==> src/design/gnss_tracking_loop_filter_defines.svh <==
// ----------------------------------------------------------------------------
// gnss tracking loop filter assertion macros
// concurrent assertion helpers, clocked on clk and quiet during reset
// ----------------------------------------------------------------------------
`ifndef GNSS_TRACKING_LOOP_FILTER_DEFINES_SVH
`define GNSS_TRACKING_LOOP_FILTER_DEFINES_SVH

// same-cycle implication
`define GTLF_ASSERT_NOW(label, ante, cons, msg) \
	label: assert property (@(posedge clk) disable iff (!arst_n) (ante) |-> (cons)) \
		else $error(msg);

// next-cycle implication
`define GTLF_ASSERT_NEXT(label, ante, cons, msg) \
	label: assert property (@(posedge clk) disable iff (!arst_n) (ante) |=> (cons)) \
		else $error(msg);

`endif

==> src/design/gtlf_pkg.sv <==
// ----------------------------------------------------------------------------
// gtlf_pkg
// shared widths, codes and types of the gnss tracking loop filter
// ----------------------------------------------------------------------------
`default_nettype none

package gtlf_pkg;

	localparam int DATA_WIDTH     = 32;
	localparam int COEF_WIDTH     = 32;
	localparam int COEF_FRAC_BITS = 20;
	localparam int FIELD_WIDTH    = 32;
	localparam int RATIO_WIDTH    = 31;
	localparam int ACTION_WIDTH   = 2;
	localparam int REG_IDX_WIDTH  = 3;
	localparam int STEP_WIDTH     = 4;

	// item kinds
	localparam logic [ACTION_WIDTH-1:0] ACT_UPDATE = 2'd0;
	localparam logic [ACTION_WIDTH-1:0] ACT_ADJUST = 2'd1;
	localparam logic [ACTION_WIDTH-1:0] ACT_LOAD   = 2'd2;
	localparam logic [ACTION_WIDTH-1:0] ACT_NONE   = 2'd3;

	// register indexes
	localparam logic [REG_IDX_WIDTH-1:0] REG_PLL_COEF_ZERO = 3'd0;
	localparam logic [REG_IDX_WIDTH-1:0] REG_PLL_COEF_ONE  = 3'd1;
	localparam logic [REG_IDX_WIDTH-1:0] REG_PLL_COEF_TWO  = 3'd2;
	localparam logic [REG_IDX_WIDTH-1:0] REG_FLL_COEF_ZERO = 3'd3;
	localparam logic [REG_IDX_WIDTH-1:0] REG_FLL_COEF_ONE  = 3'd4;
	localparam logic [REG_IDX_WIDTH-1:0] REG_DLL_COEF_ZERO = 3'd5;
	localparam logic [REG_IDX_WIDTH-1:0] REG_DLL_COEF_ONE  = 3'd6;
	localparam logic [REG_IDX_WIDTH-1:0] REG_AIDING_RATIO  = 3'd7;

	// operand pair for the shared multiplier
	typedef struct packed {
		logic signed [DATA_WIDTH-1:0] data;
		logic signed [COEF_WIDTH-1:0] coef;
	} mul_op_t;

endpackage

`default_nettype wire

==> src/design/gtlf_mul_unit.sv <==
// ----------------------------------------------------------------------------
// gtlf_mul_unit
// shared fixed-point multiplier: data times coefficient, floor shift by the
// coefficient fraction bits, wrapped to the data width, registered
// ----------------------------------------------------------------------------
`default_nettype none

module gtlf_mul_unit (
	input  wire                              clk,
	input  wire gtlf_pkg::mul_op_t           op,
	output logic signed [gtlf_pkg::DATA_WIDTH-1:0] prod_q
);
	import gtlf_pkg::*;

	logic signed [DATA_WIDTH+COEF_WIDTH-1:0] full;

	assign full = op.data * op.coef;

	always_ff @(posedge clk) begin
		prod_q <= full[COEF_FRAC_BITS +: DATA_WIDTH];
	end

endmodule

`default_nettype wire

==> src/design/gnss_tracking_loop_filter.sv <==
// ----------------------------------------------------------------------------
// gnss_tracking_loop_filter
// third-order carrier pll with fll assist and first-order code dll with
// carrier aiding, all products on one shared multiplier
// ----------------------------------------------------------------------------
//  channel   signals                        use
//  s_*       tvalid tready tdata tuser      items in (update, adjust, load)
//  m_*       tvalid tready tdata            filter state after each item
//  wr_*      en index data                  coefficient register writes
//
//  an update runs in steps from acceptance to a valid result: eight products go in
//  turn through the shared multiplier, with a step for the carrier
//  integration and a final step for the aided code frequency
//  adjust, load and the unused code give their result in the cycle after acceptance
//  a new item is taken only when idle and the output slot is empty or draining
//  arst_n clears the coefficient and filter registers, state and the output valid
// ----------------------------------------------------------------------------
`default_nettype none

module gnss_tracking_loop_filter (
	input  wire         clk,
	input  wire         arst_n,
	input  wire         s_tvalid,
	output logic        s_tready,
	// phase err, freq err, code err, carr_value, code_value, accel_value
	input  wire [191:0] s_tdata,
	// action
	input  wire [1:0]   s_tuser,
	output logic        m_tvalid,
	input  wire         m_tready,
	// carrier_freq, code_freq_out, code_integral, accel_per_step
	output logic [127:0] m_tdata,
	input  wire         wr_en,
	input  wire [gtlf_pkg::REG_IDX_WIDTH-1:0] wr_index,
	input  wire [gtlf_pkg::COEF_WIDTH-1:0]    wr_data
);
	import gtlf_pkg::*;

`include "gnss_tracking_loop_filter_defines.svh"

	localparam logic ST_IDLE = 1'b0;
	localparam logic ST_RUN  = 1'b1;

	localparam logic [STEP_WIDTH-1:0] STEP_ISSUE_P0  = 4'd0;
	localparam logic [STEP_WIDTH-1:0] STEP_ACC_P0    = 4'd1;
	localparam logic [STEP_WIDTH-1:0] STEP_ACC_P1    = 4'd2;
	localparam logic [STEP_WIDTH-1:0] STEP_ACC_P2    = 4'd3;
	localparam logic [STEP_WIDTH-1:0] STEP_CARR      = 4'd4;
	localparam logic [STEP_WIDTH-1:0] STEP_ACC_F0    = 4'd5;
	localparam logic [STEP_WIDTH-1:0] STEP_ACC_F1    = 4'd6;
	localparam logic [STEP_WIDTH-1:0] STEP_ACC_D0    = 4'd7;
	localparam logic [STEP_WIDTH-1:0] STEP_ACC_D1    = 4'd8;
	localparam logic [STEP_WIDTH-1:0] STEP_CODE_FREQ = 4'd9;

	typedef logic signed [DATA_WIDTH-1:0] data_t;
	typedef logic signed [COEF_WIDTH-1:0] coef_t;
	typedef logic signed [FIELD_WIDTH-1:0] field_t;

	logic                    state_q;
	logic [STEP_WIDTH-1:0]   step_q;
	logic                    m_tvalid_q;

	coef_t                   pll0_q, pll1_q, pll2_q, fll0_q, fll1_q, dll0_q, dll1_q;
	logic [RATIO_WIDTH-1:0]  ratio_q;

	data_t phase_hist_one_q, phase_hist_two_q, freq_hist_q, code_hist_q;
	data_t accel_sum_q, carrier_sum_q, code_sum_q, code_freq_q;
	data_t pe_q, fe_q, ce_q;

	logic [ACTION_WIDTH-1:0] action;
	data_t                   in_pe, in_fe, in_ce, in_carr, in_code, in_accel;
	logic                    s_accept;
	logic                    m_take;
	logic                    m_set;
	logic                    last_step;
	logic                    fll_en;
	mul_op_t                 mul_op;
	data_t                   prod;

	assign action   = s_tuser;
	assign in_pe    = DATA_WIDTH'(field_t'(s_tdata[31:0]));
	assign in_fe    = DATA_WIDTH'(field_t'(s_tdata[63:32]));
	assign in_ce    = DATA_WIDTH'(field_t'(s_tdata[95:64]));
	assign in_carr  = DATA_WIDTH'(field_t'(s_tdata[127:96]));
	assign in_code  = DATA_WIDTH'(field_t'(s_tdata[159:128]));
	assign in_accel = DATA_WIDTH'(field_t'(s_tdata[191:160]));

	assign m_take    = m_tvalid_q && m_tready;
	assign s_tready  = (state_q == ST_IDLE) && (!m_tvalid_q || m_tready);
	assign s_accept  = s_tvalid && s_tready;
	assign last_step = (state_q == ST_RUN) && (step_q == STEP_CODE_FREQ);
	assign m_set     = (s_accept && action != ACT_UPDATE) || last_step;
	assign fll_en    = (fll0_q != '0) && (fe_q != '0);

	assign m_tvalid = m_tvalid_q;
	assign m_tdata  = {FIELD_WIDTH'(accel_sum_q), FIELD_WIDTH'(code_sum_q),
	                   FIELD_WIDTH'(code_freq_q), FIELD_WIDTH'(carrier_sum_q)};

	// operand selection, at most one product issued per step
	always_comb begin
		mul_op.data = '0;
		mul_op.coef = '0;
		unique case (step_q)
			STEP_ISSUE_P0: begin
				mul_op.data = pe_q;
				mul_op.coef = pll0_q;
			end
			STEP_ACC_P0: begin
				mul_op.data = phase_hist_one_q;
				mul_op.coef = pll1_q;
			end
			STEP_ACC_P1: begin
				mul_op.data = phase_hist_two_q;
				mul_op.coef = pll2_q;
			end
			STEP_CARR: begin
				mul_op.data = fe_q;
				mul_op.coef = fll0_q;
			end
			STEP_ACC_F0: begin
				mul_op.data = freq_hist_q;
				mul_op.coef = fll1_q;
			end
			STEP_ACC_F1: begin
				mul_op.data = ce_q;
				mul_op.coef = dll0_q;
			end
			STEP_ACC_D0: begin
				mul_op.data = code_hist_q;
				mul_op.coef = dll1_q;
			end
			STEP_ACC_D1: begin
				mul_op.data = carrier_sum_q;
				mul_op.coef = COEF_WIDTH'(ratio_q);
			end
			default: begin
				mul_op.data = '0;
				mul_op.coef = '0;
			end
		endcase
	end

	gtlf_mul_unit u_mul (
		.clk    (clk),
		.op     (mul_op),
		.prod_q (prod)
	);

	// coefficient registers
	always_ff @(posedge clk or negedge arst_n) begin
		if (!arst_n) begin
			pll0_q  <= '0;
			pll1_q  <= '0;
			pll2_q  <= '0;
			fll0_q  <= '0;
			fll1_q  <= '0;
			dll0_q  <= '0;
			dll1_q  <= '0;
			ratio_q <= '0;
		end else if (wr_en) begin
			unique case (wr_index)
				REG_PLL_COEF_ZERO: pll0_q  <= wr_data;
				REG_PLL_COEF_ONE:  pll1_q  <= wr_data;
				REG_PLL_COEF_TWO:  pll2_q  <= wr_data;
				REG_FLL_COEF_ZERO: fll0_q  <= wr_data;
				REG_FLL_COEF_ONE:  fll1_q  <= wr_data;
				REG_DLL_COEF_ZERO: dll0_q  <= wr_data;
				REG_DLL_COEF_ONE:  dll1_q  <= wr_data;
				REG_AIDING_RATIO:  ratio_q <= wr_data[RATIO_WIDTH-1:0];
				default:           ratio_q <= ratio_q;
			endcase
		end
	end

	// latched discriminator outputs
	always_ff @(posedge clk) begin
		if (s_accept && action == ACT_UPDATE) begin
			pe_q <= in_pe;
			fe_q <= in_fe;
			ce_q <= in_ce;
		end
	end

	// sequencer and filter state
	always_ff @(posedge clk or negedge arst_n) begin
		if (!arst_n) begin
			state_q          <= ST_IDLE;
			step_q           <= STEP_ISSUE_P0;
			m_tvalid_q       <= 1'b0;
			phase_hist_one_q <= '0;
			phase_hist_two_q <= '0;
			freq_hist_q      <= '0;
			code_hist_q      <= '0;
			accel_sum_q      <= '0;
			carrier_sum_q    <= '0;
			code_sum_q       <= '0;
			code_freq_q      <= '0;
		end else begin
			priority if (m_set) begin
				m_tvalid_q <= 1'b1;
			end else if (m_take) begin
				m_tvalid_q <= 1'b0;
			end else begin
				m_tvalid_q <= m_tvalid_q;
			end
			if (s_accept) begin
				unique case (action)
					ACT_UPDATE: begin
						state_q <= ST_RUN;
						step_q  <= STEP_ISSUE_P0;
					end
					ACT_ADJUST: begin
						carrier_sum_q <= carrier_sum_q + in_carr;
						code_sum_q    <= code_sum_q + in_code;
						code_hist_q   <= '0;
					end
					ACT_LOAD: begin
						phase_hist_one_q <= '0;
						phase_hist_two_q <= '0;
						freq_hist_q      <= '0;
						code_hist_q      <= '0;
						accel_sum_q      <= in_accel;
						carrier_sum_q    <= in_carr;
						code_sum_q       <= in_code;
						code_freq_q      <= in_code;
					end
					ACT_NONE: begin
					end
				endcase
			end else if (state_q == ST_RUN) begin
				step_q <= last_step ? STEP_ISSUE_P0 : step_q + 1'b1;
				unique case (step_q)
					STEP_ACC_P0, STEP_ACC_P1, STEP_ACC_P2: begin
						accel_sum_q <= accel_sum_q + prod;
					end
					STEP_CARR: begin
						carrier_sum_q <= carrier_sum_q + accel_sum_q;
					end
					STEP_ACC_F0, STEP_ACC_F1: begin
						if (fll_en) begin
							carrier_sum_q <= carrier_sum_q + prod;
						end
					end
					STEP_ACC_D0, STEP_ACC_D1: begin
						code_sum_q <= code_sum_q + prod;
					end
					STEP_CODE_FREQ: begin
						// aiding term is zero when the ratio is zero
						code_freq_q      <= code_sum_q + prod;
						phase_hist_two_q <= phase_hist_one_q;
						phase_hist_one_q <= pe_q;
						code_hist_q      <= ce_q;
						if (fll_en) begin
							freq_hist_q <= fe_q;
						end
						state_q <= ST_IDLE;
					end
					default: begin
					end
				endcase
			end
		end
	end

	`GTLF_ASSERT_NEXT(a_update_starts, s_accept && action == ACT_UPDATE,
		state_q == ST_RUN && step_q == STEP_ISSUE_P0 && !m_tvalid_q,
		"update did not start the sequence")
	`GTLF_ASSERT_NOW(a_no_result_while_run, state_q == ST_RUN, !m_tvalid_q && !s_tready,
		"result or ready shown during a running update")
	`GTLF_ASSERT_NEXT(a_last_step_result, last_step, m_tvalid_q && state_q == ST_IDLE,
		"update finished without a result")
	`GTLF_ASSERT_NEXT(a_direct_result, s_accept && action != ACT_UPDATE,
		m_tvalid_q && state_q == ST_IDLE, "direct item gave no result")

endmodule

`default_nettype wire
==> config.mk <==
export PLATFORM = sky130hd
export DESIGN_NAME = gnss_tracking_loop_filter
export DESIGN_NICKNAME = d
export VERILOG_FILES = /design/src/design/gtlf_pkg.sv /design/src/design/gtlf_mul_unit.sv /design/src/design/gnss_tracking_loop_filter.sv
export VERILOG_INCLUDE_DIRS = /design/src /design/src/design
export SDC_FILE = /design/constraint.sdc
export NUM_CORES = 2
export LEC_CHECK = 0
export ABC_AREA = 1
export BUFFER_PORTS_ARGS = -buffer_cell sky130_fd_sc_hd__buf_2
export CAP_MARGIN = 5
export CORE_AREA = 2 2 386 388
export CTS_BUF_LIST = sky130_fd_sc_hd__clkbuf_16
export CTS_CLUSTER_DIAMETER = 120
export DETAILED_ROUTE_END_ITERATION = 8
export DIE_AREA = 0 0 388 390
export PLACE_DENSITY = 0.66
export SYNTH_ARGS = -nofsm -noshare
export SYNTH_HDL_FRONTEND = slang
export SYNTH_HIERARCHICAL = 1
export SYNTH_SLANG_ARGS = --single-unit
==> constraint.sdc <==
create_clock -name clk -period 18.8 [get_ports clk]
set_input_delay 4.7 -clock clk [delete_from_list [all_inputs] [get_ports clk]]
set_output_delay 4.7 -clock clk [all_outputs]
set_load 0.01 [all_outputs]
* After elaboration in Yosys (flattened, before gate mapping)
Index checks and enable logic that the tools add are counted.
** Storage, ports and cells
- Bits in registers :: 645
- Input port bits :: 234
- Output and inout bits :: 130
- Word-level logic and storage cells :: 140
** Operators by class
- Add/subtract/negate cells :: 7
- Multipliers :: 1
- Eq/ne operators :: 23
- Mux-type cells :: 43
- Bitwise gates (word level) :: 1
- Reduce and logical (&&, ||, !) cells :: 42
** Operator list (count)
- 32-bit 2-to-1 mux :: 29
- 64-bit one-hot mux with 8 select lines :: 1
- 32-bit adder :: 6
- 32-bit one-hot mux with 2 select lines :: 3
- 32-bit nonzero test :: 2
- 32-bit by 32-bit multiplier with 52-bit output :: 1
- 2-bit AND reduction :: 9
- 4-bit by 3-bit == test with 1-bit output (second input constant) :: 4
- 4-bit 2-to-1 mux :: 4
- 2-bit nonzero test :: 7
- 3-bit == test (second input constant) :: 4
- 3-bit AND reduction :: 4
- 4-bit by 2-bit == test with 1-bit output (second input constant) :: 2
- 4-bit == test (second input constant) :: 2
- 4-bit AND reduction :: 2
- 1-bit logical AND :: 7
- 3-bit by 2-bit == test with 1-bit output (second input constant) :: 2
- 1-bit 2-to-1 mux :: 6
- 2-bit OR reduction :: 3
- 4-bit by 1-bit adder with 4-bit output (second input constant) :: 1
- 4-bit by 1-bit == test with 1-bit output (second input constant) :: 1
- 4-bit logical NOT :: 1
- 2-bit by 1-bit inequality test with 1-bit output (second input constant) :: 2
- 3-bit by 1-bit == test with 1-bit output (second input constant) :: 1
- 12 further kinds :: 13

* Longest topological paths before layout
- Word-level depth :: 7
- Mapped depth :: 41
- Gate-level depth less buffers :: 37

* Hierarchy
The synthesis kept the hierarchy.
** Modules (own cells, without submodules)
- gnss_tracking_loop_filter :: instances 1, cells an instance 5307, area each 38040.2 sq um, seq. area each 15820.2 sq um
- gtlf_mul_unit :: instances 1, cells an instance 4250, area each 33490.9 sq um, seq. area each 640.6 sq um

* Worst setup path before layout
No wires, ideal clock.
- Path type :: input port to flip-flop
- From :: input m_tready
- To :: register step_q[3]
- Library setup time :: 0.128 ns
- Arrival time :: 9.944 ns
- Required time :: 18.672 ns
- Setup slack :: 8.728 ns
- Stages :: 9
- Path buffers :: 0
- Cell sequence :: nor2_2 -> nor2_4 -> nand2_4 -> nor2_1 -> nor2_1 -> nor2_1 -> nand3_1 -> o22ai_1 -> a21oi_1
** On the way
- Longest elaborated chain between the ends :: 5
- Elaborated cells between the ends (all ways) :: 7
- Classes of those cells :: eq/ne (1); mux (1); reduce/logical (5)
** Ends and longest elaborated chain
- from (decl) :: RTL line gnss_tracking_loop_filter.sv:30 : input wire m_tready,
- 1-bit logical OR * :: RTL line gnss_tracking_loop_filter.sv:89 : assign s_tready = (state_q == ST_IDLE) && (!m_tvalid_q || m_tready);
- 1-bit logical AND * :: RTL line gnss_tracking_loop_filter.sv:89
- via s_tready :: RTL line gnss_tracking_loop_filter.sv:24 : output logic s_tready,
- 1-bit logical AND * :: RTL line gnss_tracking_loop_filter.sv:90 : assign s_accept = s_tvalid && s_tready;
- 2-bit by 1-bit inequality test with 1-bit output (no source line) / 2-bit nonzero test (equally long branches)
- 2-bit AND reduction (no source line)
- to (signal assigned) :: RTL line gnss_tracking_loop_filter.sv:231 : step_q <= last_step ? STEP_ISSUE_P0 : step_q + 1'b1;
- to (decl) :: RTL line gnss_tracking_loop_filter.sv:60 : logic [STEP_WIDTH-1:0] step_q;
Mark *: on every way through the listed nets, which the timed path passes. The rest lies on a longest branch.
A chain may end at the register's enable or synchronous reset.

==> metrics.cfg <==
[global_route]
grt_pass1_vias=64305
grt-ovfl-total=0
grt_max_degree=162
antenna_found_initial=10
grt_pass1_wl_mm=381.3
grtUsageTotal_pct=33.05

[synthesis]
yosys_register_bits=645
synth_edf_count=96
syn-num-nets=11044
yosysSeqAreaShare_pct=23.01
syn_inst=9557
synthDistinctLibCells=58
async_reset_ff_share_pct=80.16
synth_area_um2=71530
yosysWarnings=6
synth_area_leaders=fa_1, dfrtp_1, nand2_1
synth.top_cell.area_share_pct=25.78
avgSynthCellArea_um2=7.485
synth_top_flop_cell=dfrtp_1
synth_top_area_cell=fa_1

[sta]
max_slew_margin_pct=15.61
finalSetupViolations=0
setup_ws_ps=8700
worst_pin_slew_ps=1263
finalHoldWorstSlack_ps=484.1
rsz0062_at_grt=no
min_period_ps=10100
fin_crit_sh_pct=53.72
clock_skew_ps=27.31
slew_viol_final=0
fin_setup_tns_ps=0
final_hold_viol_count=0
max_freq_ghz=0.09901

[min_path]
hold_depth=2
hold_path_end=fll1_q[3]
hold_start=fll1_q[3]
hold_path_class=flip-flop to flip-flop

[setup_path]
r2r_slack_ps=8700
start_kind=flip-flop
end_kind=flip-flop
path_class=flip-flop to flip-flop
worstPathArrival_ps=10650
path_max_fanout=38
rr_worst_depth=27
rr_startpoint=step_q[2]
critPathRequiredTime_ps=19350
timing.rr.end=u_mul/prod_q[25]

[clocking]
cts_root_buf=clkbuf_16
cts_setup_buffers=0
tritoncts=done
cts_buffers=71
ctsHtreeMaxLevel=3
numClockSinks=645
path_clk_slew_ps=60
ctsHoldBuffers=0
clkLatencyLatePin_ps=680
cts_buffer_depth=3
cts_resized=0

[floorplanning]
die_h_um=390
die-area_um2=151300
rows=141
ios=364
dieWidth_um=388
initial_utilization_pct=48.62
fp.coreArea_um2=147100

[route]
vias_per_cell=5.469
ant_nets=0
drc=0
drtIter0Drc=5685
routedWlPerCell_um=21.21
first_pass_iters=6
routed_wl_mm=248.2
vias=63993

[finish]
syn_to_final_growth_pct=8.268
nets=11199
multi_input_area_um2=45820
fill_cells=14287
register_area_um2=16460
drive_gt1_share_pct=6.603
final_util_pct=52.64

[placed_design]
port-buffer-count=363
place_congestion=1.008
dp_hpwl_mm=187.1
pre_cts_ws_ps=8824

[run_status]
status=finished clean

[run]
drv_cap=0

[final cells by class]
cell class / instances / area share (%)
Antenna cell: 2 / 0.006462
Clock buffer: 72 / 2.326
Clock inverter: 57 / 0.6220
Inverter: 2098 / 10.17
Multi-Input combinational cell: 6433 / 59.16
Sequential cell: 645 / 21.25
Tap cell: 1930 / 3.118
Timing Repair Buffer: 463 / 3.344
[logic make-up (layout without fill, tap and decap cells)]
group / Yosys count / in the layout / share of synthesized area (%)
AND/OR/NAND/NOR: 3887 / 3887 / 21.48
other: 0 / 2 / 0
flip-flops: 645 / 645 / 23.01
multiplexers: 1 / 1 / 0.01399
AO/OA/AOI/OAI: 1206 / 1206 / 9.720
buffers and inverters: 2479 / 2690 / 13.14
XOR/XNOR: 86 / 86 / 1.053
adder cells (fa/ha/maj): 1253 / 1253 / 31.58
[routing by layer]
metal	wire (um)	GRT usage, %	vias to the layer above
met3	20010	5.678	633
met5	18	0	-
met4	13820	15.40	4
li1	-	-	29282
met2	113300	53.32	2730
met1	101000	43.54	31344
[cells in the final DEF, fill, tap and decap left out, types with 26 or more instances in the layout]
cell / n
nand3_1: 293
ha_1: 332
xor2_1: 55
nor3_1: 37
o21ai_0: 548
nand4_1: 38
nand2_1: 2914
clkbuf_16: 72
o22ai_1: 89
a22o_1: 29
inv_1: 2089
buf_4: 99
o21bai_1: 26
xnor2_1: 31
fa_1: 921
edfxtp_1: 96
buf_2: 362
dfxtp_1: 32
nor2_1: 512
a31oi_1: 39
a221oi_1: 108
dfrtp_1: 517
a21oi_1: 283
[cells in the mapped netlist (28+ instances only)]
| master | n |
|---|---|
| fa_1 | 921 |
| nand3_1 | 296 |
| a221oi_1 | 108 |
| edfxtp_1 | 96 |
| nor2_1 | 514 |
| inv_1 | 2074 |
| a21oi_1 | 283 |
| nand4_1 | 38 |
| o22ai_1 | 89 |
| ha_1 | 332 |
| nor3_1 | 38 |
| xnor2_1 | 31 |
| nand2_1 | 2922 |
| buf_1 | 28 |
| xor2_1 | 55 |
| o21ai_0 | 548 |
| clkbuf_1 | 297 |
| a31oi_1 | 39 |
| dfxtp_1 | 32 |
| dfrtp_1 | 517 |
| a22o_1 | 29 |
| buf_2 | 52 |
[critical path: stages (launching register included)]
cell	delay (ps)
dfrtp_1	420
nor2_1	240
nand2_1	530
inv_2	540
buf_4	610
a221oi_1	170
nand3_1	120
buf_4	440
nand2_1	200
inv_1	170
fa_1	460
fa_1	500
fa_1	880
inv_1	260
fa_1	540
inv_1	50
fa_1	480
fa_1	570
fa_1	440
fa_1	470
ha_1	420
nand2_1	150
nor2_1	200
inv_2	100
nor4_2	360
nand3_1	120
nand3_1	170
xor2_1	290
[metrics by stage]
stage	instances	area, um2
4_1_cts	11698	77440
3_3_place_gp	11569	75160
2_1_floorplan	9557	71530
6_report	11700	77450
5_1_grt	11698	77440
3_5_place_dp	11569	75160
[sequential cells by signal, indices dropped and copies added (netlist names), 4 cells and up]
register	flops
accel_sum_q	32
carrier_sum_q	32
ce_q	32
code_freq_q	32
code_hist_q	32
code_sum_q	32
dll0_q	32
dll1_q	32
fe_q	32
fll0_q	32
fll1_q	32
freq_hist_q	32
pe_q	32
phase_hist_one_q	32
phase_hist_two_q	32
pll0_q	32
pll1_q	32
pll2_q	32
ratio_q	31
step_q	4
u_mul/prod_q	32
[worst max path at each step]
stage | slack (ps) | cells past startpoint | startpoint | to
2_1_floorplan | 8730 | 9 | m_tready | step_q[3]
6_report | 8700 | 27 | step_q[2] | u_mul/prod_q[25]
3_3_place_gp | 8920 | 4 | m_tready | s_tready
4_1_cts | 8760 | 27 | step_q[2] | u_mul/prod_q[25]
3_5_place_dp | 8820 | 27 | step_q[2] | u_mul/prod_q[25]
5_1_grt | 8280 | 27 | step_q[2] | u_mul/prod_q[25]
Power is left out: the tool's default activity adds up to more than one toggle a clock period on the data nets, which glitch-free logic cannot reach.
